## src/hdl/crcrx_pkg.sv

```systemverilog
`timescale 1ns / 1ps

package crcrx_pkg;

  localparam int unsigned NUM_CHANNELS_DEF = 11;

  localparam logic [7:0]  HDR0 = 8'h24;  // '$'
  localparam logic [7:0]  HDR1 = 8'h44;  // 'D'
  localparam logic [7:0]  HDR2 = 8'h43;  // 'C'

  localparam logic [15:0] CRC_INIT = 16'hFFFF;
  localparam logic [15:0] CRC_POLY = 16'h1021;
  localparam logic [15:0] CRC_MSB  = 16'h8000;

  localparam logic [15:0] TIMEOUT_RESET = 16'd400;

  typedef enum logic [1:0] {
    KIND_CHANNEL = 2'd0,
    KIND_CRC_ERR = 2'd1,
    KIND_TIMEOUT = 2'd2
  } kind_t;

  typedef enum logic {
    OP_BYTE = 1'b0,
    OP_TICK = 1'b1
  } op_t;

  // CRC-16/CCITT-FALSE, one byte, MSB first
  function automatic logic [15:0] crc16_byte(input logic [15:0] crc, input logic [7:0] b);
    logic [15:0] c;
    c = crc ^ {b, 8'h00};
    for (int i = 0; i < 8; i++) begin
      if ((c & CRC_MSB) != 16'h0000) begin
        c = {c[14:0], 1'b0} ^ CRC_POLY;
      end else begin
        c = {c[14:0], 1'b0};
      end
    end
    return c;
  endfunction

endpackage

```

## src/hdl/crc16_framed_channel_receiver.sv

```systemverilog
`timescale 1ns / 1ps

// Framed channel receiver. Input beats carry either a serial byte (tuser = 0)
// or one time tick (tuser = 1). Bytes are scanned for the "$DC" header, then
// NUM_CHANNELS channel bytes and a big-endian CRC-16/CCITT-FALSE over header
// and channel bytes are collected. A good frame puts out NUM_CHANNELS channel
// beats (kind 0, tlast on the final one) and restarts the link timer; a bad
// CRC puts out one kind 1 beat. A running timer that reaches timeout_ticks
// puts out one kind 2 beat and stops until the next good frame. Each input
// beat is processed straight into the output register, so one beat per
// cycle is taken while the output side keeps up. A good frame then holds
// the input while the remaining channel beats drain from the output
// register, one per cycle while the output side keeps up.
module crc16_framed_channel_receiver
  import crcrx_pkg::*;
#(
  parameter int unsigned NUM_CHANNELS = NUM_CHANNELS_DEF
) (
  input  logic        clk,
  input  logic        rst,
  // config: timeout_ticks
  input  logic        cfg_we,
  input  logic [15:0] cfg_wdata,
  // input stream
  input  logic        s_axis_tvalid,
  output logic        s_axis_tready,
  input  logic [7:0]  s_axis_tdata,   // [7:0] byte_value
  input  logic        s_axis_tuser,   // [0] op
  // result stream
  output logic        m_axis_tvalid,
  input  logic        m_axis_tready,
  output logic [15:0] m_axis_tdata,   // [3:0] channel, [11:4] value, [15:12] zero
  output logic [1:0]  m_axis_tuser,   // [1:0] kind
  output logic        m_axis_tlast    // last
);

  localparam int unsigned POS_W      = $clog2(NUM_CHANNELS + 5);
  localparam int unsigned IDX_W      = (NUM_CHANNELS > 1) ? $clog2(NUM_CHANNELS) : 1;
  localparam logic [POS_W-1:0] POS_HUNT   = POS_W'(0);
  localparam logic [POS_W-1:0] POS_HDR1   = POS_W'(1);
  localparam logic [POS_W-1:0] POS_HDR2   = POS_W'(2);
  localparam logic [POS_W-1:0] POS_DATA   = POS_W'(3);
  localparam logic [POS_W-1:0] POS_CRC_HI = POS_W'(3 + NUM_CHANNELS);
  localparam logic [IDX_W-1:0] IDX_LAST   = IDX_W'(NUM_CHANNELS - 1);

  // control state
  logic [15:0]      timeout_ticks;
  logic [POS_W-1:0] pos;
  logic [15:0]      crc;
  logic [15:0]      tmo_count;
  logic             tmo_running;
  logic             out_valid;
  logic             burst_active;
  logic [IDX_W-1:0] burst_idx;

  // payload state
  logic [7:0]       crc_hi;
  logic [7:0]       chan_store [NUM_CHANNELS];
  kind_t            out_kind;
  logic [3:0]       out_channel;
  logic [7:0]       out_value;
  logic             out_last;

  // next values
  logic [POS_W-1:0] pos_next;
  logic [15:0]      crc_next;
  logic [15:0]      tmo_count_next;
  logic             tmo_running_next;
  logic             emit;
  kind_t            emit_kind;
  logic             good_frame;
  logic             store_we;
  logic             crc_hi_we;

  logic             in_acc;
  logic             slot_free;
  logic             burst_load;
  logic [7:0]       byte_in;
  logic [15:0]      tmo_inc;
  logic [POS_W-1:0] pos_off;
  logic [IDX_W-1:0] store_idx;
  logic [IDX_W+3:0] burst_ch_wide;

  assign byte_in   = s_axis_tdata;
  assign slot_free = !out_valid || m_axis_tready;
  assign s_axis_tready = !burst_active && slot_free;
  assign in_acc    = s_axis_tvalid && s_axis_tready;
  assign burst_load = burst_active && slot_free;

  assign tmo_inc   = tmo_count + 16'd1;
  assign pos_off   = pos - POS_DATA;
  assign store_idx = pos_off[IDX_W-1:0];
  assign burst_ch_wide = {4'b0000, burst_idx};

  always_comb begin
    pos_next         = pos;
    crc_next         = crc;
    tmo_count_next   = tmo_count;
    tmo_running_next = tmo_running;
    emit             = 1'b0;
    emit_kind        = KIND_CHANNEL;
    good_frame       = 1'b0;
    store_we         = 1'b0;
    crc_hi_we        = 1'b0;
    if (s_axis_tuser == OP_TICK) begin
      if (tmo_running) begin
        if (tmo_inc >= timeout_ticks) begin
          tmo_running_next = 1'b0;
          tmo_count_next   = 16'd0;
          emit             = 1'b1;
          emit_kind        = KIND_TIMEOUT;
        end else begin
          tmo_count_next = tmo_inc;
        end
      end
    end else if ((pos == POS_HDR1 && byte_in == HDR1) ||
                 (pos == POS_HDR2 && byte_in == HDR2)) begin
      pos_next = pos + POS_W'(1);
      crc_next = crc16_byte(crc, byte_in);
    end else if (pos == POS_HUNT || pos == POS_HDR1 || pos == POS_HDR2) begin
      // broken or no header: a '$' starts a new one
      if (byte_in == HDR0) begin
        pos_next = POS_HDR1;
        crc_next = crc16_byte(CRC_INIT, byte_in);
      end else begin
        pos_next = POS_HUNT;
        crc_next = CRC_INIT;
      end
    end else if (pos < POS_CRC_HI) begin
      store_we = 1'b1;
      pos_next = pos + POS_W'(1);
      crc_next = crc16_byte(crc, byte_in);
    end else if (pos == POS_CRC_HI) begin
      crc_hi_we = 1'b1;
      pos_next  = pos + POS_W'(1);
    end else begin
      pos_next = POS_HUNT;
      crc_next = CRC_INIT;
      emit     = 1'b1;
      if ({crc_hi, byte_in} == crc) begin
        good_frame       = 1'b1;
        emit_kind        = KIND_CHANNEL;
        tmo_running_next = 1'b1;
        tmo_count_next   = 16'd0;
      end else begin
        emit_kind = KIND_CRC_ERR;
      end
    end
  end

  always_ff @(posedge clk) begin
    if (rst) begin
      timeout_ticks <= TIMEOUT_RESET;
      pos           <= POS_HUNT;
      crc           <= CRC_INIT;
      tmo_count     <= 16'd0;
      tmo_running   <= 1'b0;
      out_valid     <= 1'b0;
      burst_active  <= 1'b0;
      burst_idx     <= '0;
    end else begin
      if (cfg_we) begin
        timeout_ticks <= cfg_wdata;
      end
      if (in_acc) begin
        pos         <= pos_next;
        crc         <= crc_next;
        tmo_count   <= tmo_count_next;
        tmo_running <= tmo_running_next;
      end
      if ((in_acc && emit) || burst_load) begin
        out_valid <= 1'b1;
      end else if (m_axis_tready) begin
        out_valid <= 1'b0;
      end
      if (in_acc && good_frame && NUM_CHANNELS > 1) begin
        burst_active <= 1'b1;
        burst_idx    <= IDX_W'(1);
      end else if (burst_load) begin
        if (burst_idx == IDX_LAST) begin
          burst_active <= 1'b0;
        end else begin
          burst_idx <= burst_idx + IDX_W'(1);
        end
      end
    end
  end

  always_ff @(posedge clk) begin
    if (in_acc && store_we) begin
      chan_store[store_idx] <= byte_in;
    end
    if (in_acc && crc_hi_we) begin
      crc_hi <= byte_in;
    end
    if (in_acc && emit) begin
      out_kind    <= emit_kind;
      out_channel <= 4'd0;
      if (good_frame) begin
        out_value <= chan_store[0];
        out_last  <= (NUM_CHANNELS == 1);
      end else begin
        out_value <= 8'd0;
        out_last  <= 1'b1;
      end
    end else if (burst_load) begin
      out_kind    <= KIND_CHANNEL;
      out_channel <= burst_ch_wide[3:0];
      out_value   <= chan_store[burst_idx];
      out_last    <= (burst_idx == IDX_LAST);
    end
  end

  assign m_axis_tvalid = out_valid;
  assign m_axis_tdata  = {4'b0000, out_value, out_channel};
  assign m_axis_tuser  = out_kind;
  assign m_axis_tlast  = out_last;

endmodule
```

## config.mk

```make
export PLATFORM = sky130hd
export DESIGN_NAME = crc16_framed_channel_receiver
export DESIGN_NICKNAME = d
export VERILOG_FILES = /design/src/hdl/crcrx_pkg.sv /design/src/hdl/crc16_framed_channel_receiver.sv
export SDC_FILE = /design/constraint.sdc
export NUM_CORES = 1
export LEC_CHECK = 0
export ABC_AREA = 1
export BUFFER_PORTS_ARGS = -buffer_cell sky130_fd_sc_hd__buf_4
export CAP_MARGIN = 0
export CORE_AREA = 2 2 127 129
export CTS_CLUSTER_DIAMETER = 40
export DETAILED_ROUTE_END_ITERATION = 10
export DIE_AREA = 0 0 129 131
export PLACE_DENSITY = 0.71
export SLEW_MARGIN = 10
export SYNTH_ARGS = -nofsm -noshare
export SYNTH_HDL_FRONTEND = slang
export SYNTH_SLANG_ARGS = --single-unit
export TNS_END_PERCENT = 20
```

## constraint.sdc

```tcl
create_clock -name clk -period 9.3 [get_ports clk]
set_clock_uncertainty 0.05 [all_clocks]
set_input_delay 1.395 -clock clk [delete_from_list [all_inputs] [get_ports clk]]
set_output_delay 1.395 -clock clk [all_outputs]
set_load 0.05 [all_outputs]
```

==> insert_results.sql <==
INSERT INTO impl_metrics (metric_group, metric, value, unit) VALUES
('clock_network', 'clock_transition_at_the_registers_of_the_reported_paths', '0.06', 'ns'),
('sta', 'report.final.slew_viol_count', '0', ''),
('route', 'detail_route.wirelength', '18500', 'microns'),
('hold_path', 'worstHoldPathType', 'reg2reg', ''),
('floorplan', 'initial_core_util', '53.0', '%'),
('global_route', 'antenna_found_initial', '0', ''),
('yosys', 'synth.cell_area', '8260', 'sq um'),
('critical_path', 'reg2reg_from', 'tmo_count[0]$_SDFFE_PP0P_', ''),
('clock_network', 'postCtsResizedCells', '0', ''),
('global_route', 'grt_start_max_net_pins', '44', ''),
('yosys', 'synth_cells', '940', ''),
('pwr', 'vdd_drop_max', '0.122', 'mV'),
('yosys', 'synth_sequential_area_ratio', '54.2', '%'),
('route', 'num_vias', '6287', ''),
('critical_path', 'cp_data_required_time', '9.32', 'ns'),
('critical_path', 'cpPeakStageDelay', '0.40', 'ns'),
('yosys', 'ys.flop_type', 'sky130_fd_sc_hd__edfxtp_1', ''),
('critical_path', 'critical_path.n_buffers_inverters', '4', ''),
('route', 'post-route-drc-count', '0', ''),
('layout', 'fillers', '1371', ''),
('clock_network', 'cts_inserted_buffers', '17', ''),
('placed_design', 'port-buffer-count', '46', ''),
('hold_path', 'worst_hold_launch', 'out_channel[2]$_SDFFE_PN0P_', ''),
('placed_design', 'postPlaceCellArea', '8740', 'sq um'),
('pwr', 'sum_of_internal_switching_and_leakage_power', '1.59', 'mW'),
('critical_path', 'crit_path_start', 'tmo_count[0]$_SDFFE_PP0P_', ''),
('critical_path', 'criticalPathCategory', 'reg2reg', ''),
('sta', 'finalWorstPathRequiredPeriod', '3.71', 'ns'),
('route', 'route.detailed.wl_per_inst', '15.3', 'microns'),
('clock_network', 'root_buffer', 'sky130_fd_sc_hd__clkbuf_16', ''),
('placed_design', 'place_congestion', '0.891', ''),
('pwr', 'cellPowerDensity', '171', 'nW/um^2'),
('sta', 'timing.final.setup_violations', '0', ''),
('yosys', 'synth_enable_flop_cells', '107', ''),
('global_route', 'grt_util_all_layers', '22.9', '%'),
('route', 'ant_nets', '0', ''),
('global_route', 'grt_overflow', '0', ''),
('yosys', 'yosysWarnings', '0', ''),
('floorplan', 'die_width', '129', 'microns'),
('global_route', 'number_of_global_route_vias_before_repair', '5751', ''),
('yosys', 'synth.lib_cells_used.distinct', '32', ''),
('floorplan', 'design.core.area', '15600', 'sq um'),
('yosys', 'yosys_register_bits', '170', ''),
('clock_network', 'tritoncts', 'yes', ''),
('pwr', 'total_leakage_power', '4.00', 'nW'),
('sta', 'finalCritPeriodShare', '39.9', '%'),
('placed_design', 'dpl.hpwl', '12600', 'microns'),
('sta', 'hold_violations', '0', ''),
('critical_path', 'endpoint_kind', 'register', ''),
('clock_network', 'cts.sinks', '170', ''),
('yosys', 'post-synth-top-area-fraction', '38.9', '%'),
('sta', 'setup_slack', '5.59', 'ns'),
('clock_network', 'cts_htree_levels', '4', ''),
('run', 'drv_cap', '0', ''),
('layout', 'diodes', '0', ''),
('layout', 'share_of_layout_cells_above_drive_strength_1', '9.32', '%'),
('critical_path', 'critical_path.top_delay_family', 'simple AND/OR/NAND/NOR gates', ''),
('critical_path', 'cpMostUsedCell', 'sky130_fd_sc_hd__nand2_1', ''),
('layout', 'nets', '1030', ''),
('clock_network', 'cts.path.max_buffers', '2', ''),
('floorplan', 'dieHeight', '131', 'microns'),
('route', 'first_iter_violations', '556', ''),
('clock_network', 'postCtsSetupRepairBufs', '0', ''),
('outcome', 'status', 'completed', ''),
('sta', 'fin_setup_tns', '0', 'ns'),
('floorplan', 'pin_count', '51', ''),
('sta', 'timing.hold.ws', '0.414', 'ns'),
('route', 'first_pass_iters', '5', ''),
('layout', 'final_instance_area', '9270', 'sq um'),
('route', 'post_drt_via_cell_ratio', '5.23', ''),
('critical_path', 'crit_slowest_cell', 'sky130_fd_sc_hd__nand2_1', '');
-- cells in the mapped netlist, types with 2 or more instances --
cell type and n:
sky130_fd_sc_hd__nand2_1 185, sky130_fd_sc_hd__nor2_1 117, sky130_fd_sc_hd__inv_1 116, sky130_fd_sc_hd__edfxtp_1 107, sky130_fd_sc_hd__o21ai_0 84, sky130_fd_sc_hd__dfxtp_1 63, sky130_fd_sc_hd__a21oi_1 39, sky130_fd_sc_hd__nand3_1 35
sky130_fd_sc_hd__xor2_1 27, sky130_fd_sc_hd__ha_1 25, sky130_fd_sc_hd__nor3_1 22, sky130_fd_sc_hd__clkbuf_1 21, sky130_fd_sc_hd__o211ai_1 20, sky130_fd_sc_hd__xnor2_1 13, sky130_fd_sc_hd__nand4_1 9, sky130_fd_sc_hd__o221ai_1 8
sky130_fd_sc_hd__o22ai_1 8, sky130_fd_sc_hd__buf_2 7, sky130_fd_sc_hd__inv_2 7, sky130_fd_sc_hd__buf_4 4, sky130_fd_sc_hd__nor2_2 4, sky130_fd_sc_hd__buf_1 3, sky130_fd_sc_hd__buf_6 3, sky130_fd_sc_hd__a211oi_1 2
sky130_fd_sc_hd__nand2_2 2, sky130_fd_sc_hd__nand3_2 2, sky130_fd_sc_hd__o21ai_1 2
-- state kept, by name, summed over array words and instances (netlist names) --
signal and count:
out_channel 4, tmo_count 16, burst_active 1, crc_hi 8, m_axis_tuser 2, timeout_ticks 16
m_axis_tlast 1, tmo_running 1, m_axis_tvalid 1, crc 16, out_value 8, chan_store 88
burst_idx 4, pos 4
-- layout make-up --
cell class              instances  area [sq um]  area share [%]
flip-flops and latches        170          4470            48.3
multi-input cells             611          3140            33.9
inverters                     124           465            5.02
clock buffers                  19           433            4.67
repair buffers                 51           383            4.13
well taps                     216           270            2.92
clock inverters                12           100            1.08
-- worst min-delay path: stages, from the launching register on --
cell	delay (ns)
sky130_fd_sc_hd__dfxtp_1	0.31
sky130_fd_sc_hd__nand2_1	0.06
sky130_fd_sc_hd__a21oi_1	0.05
-- kinds of logic (layout without fill, tap and decap cells) --
| group | after synthesis | in the layout | share of synthesized area [%] |
|---|---|---|---|
| compound gates | 164 | 164 | 11.1 |
| simple gates | 378 | 378 | 18.7 |
| flops | 170 | 170 | 54.2 |
| fa+ha+maj | 25 | 25 | 3.79 |
| xor+xnor | 40 | 40 | 4.24 |
| other cells | 1 | 4 | 0.0454 |
| buf+inv | 162 | 206 | 7.92 |
-- power breakdown --
| group | switching (mW) | internal (mW) |
|---|---|---|
| logic | 0.0767 | 0.0391 |
| registers | 0.00738 | 0.811 |
| clock network | 0.289 | 0.366 |
-- final timing paths --
check	to	slack, ns	cells past startpoint
worst min register to register	out_channel[2]$_SDFFE_PN0P_	0.41	2
worst max-delay path	out_value[1]$_DFFE_PP_	5.59	20
worst min-delay path	out_channel[2]$_SDFFE_PN0P_	0.41	2
worst max register to register	out_value[1]$_DFFE_PP_	5.59	20
-- cell usage in the layout, fill, tap and decap left out, types with 2 or more instances in the layout --
master and count:
sky130_fd_sc_hd__xnor2_1 13, sky130_fd_sc_hd__clkinv_4 2, sky130_fd_sc_hd__xor2_1 27, sky130_fd_sc_hd__nor2_2 4, sky130_fd_sc_hd__nand3_1 35, sky130_fd_sc_hd__nand2_1 185, sky130_fd_sc_hd__inv_1 116, sky130_fd_sc_hd__buf_4 51
sky130_fd_sc_hd__nor2_1 117, sky130_fd_sc_hd__clkinv_1 6, sky130_fd_sc_hd__inv_2 7, sky130_fd_sc_hd__nor3_1 22, sky130_fd_sc_hd__o211ai_1 20, sky130_fd_sc_hd__o21ai_1 2, sky130_fd_sc_hd__nand3_2 2, sky130_fd_sc_hd__edfxtp_1 107
sky130_fd_sc_hd__nand4_1 9, sky130_fd_sc_hd__conb_1 4, sky130_fd_sc_hd__o22ai_1 8, sky130_fd_sc_hd__clkbuf_1 2, sky130_fd_sc_hd__a211oi_1 2, sky130_fd_sc_hd__nand2_2 2, sky130_fd_sc_hd__clkbuf_16 17, sky130_fd_sc_hd__ha_1 25
sky130_fd_sc_hd__dfxtp_1 63, sky130_fd_sc_hd__o21ai_0 84, sky130_fd_sc_hd__inv_6 2, sky130_fd_sc_hd__o221ai_1 8, sky130_fd_sc_hd__a21oi_1 39
-- layer usage --
layer  GRT usage, %  up-vias  part of all wire [%]
met3           4.68       40                   4.8
met5              0        -                     0
met2           36.5      181                    47
li1               -     3170                     -
met4           9.40        0                   2.9
met1           31.0     2896                    45
-- stage by stage --
stage / utilization, % / instances
after floorplan: - / 943
after global placement: 56.0 / 1172
after detailed placement: 56.0 / 1172
after CTS: 59.4 / 1203
after global routing: 59.4 / 1203
final: 59.4 / 1203
Note: power is estimated with default switching activity, not from simulation.
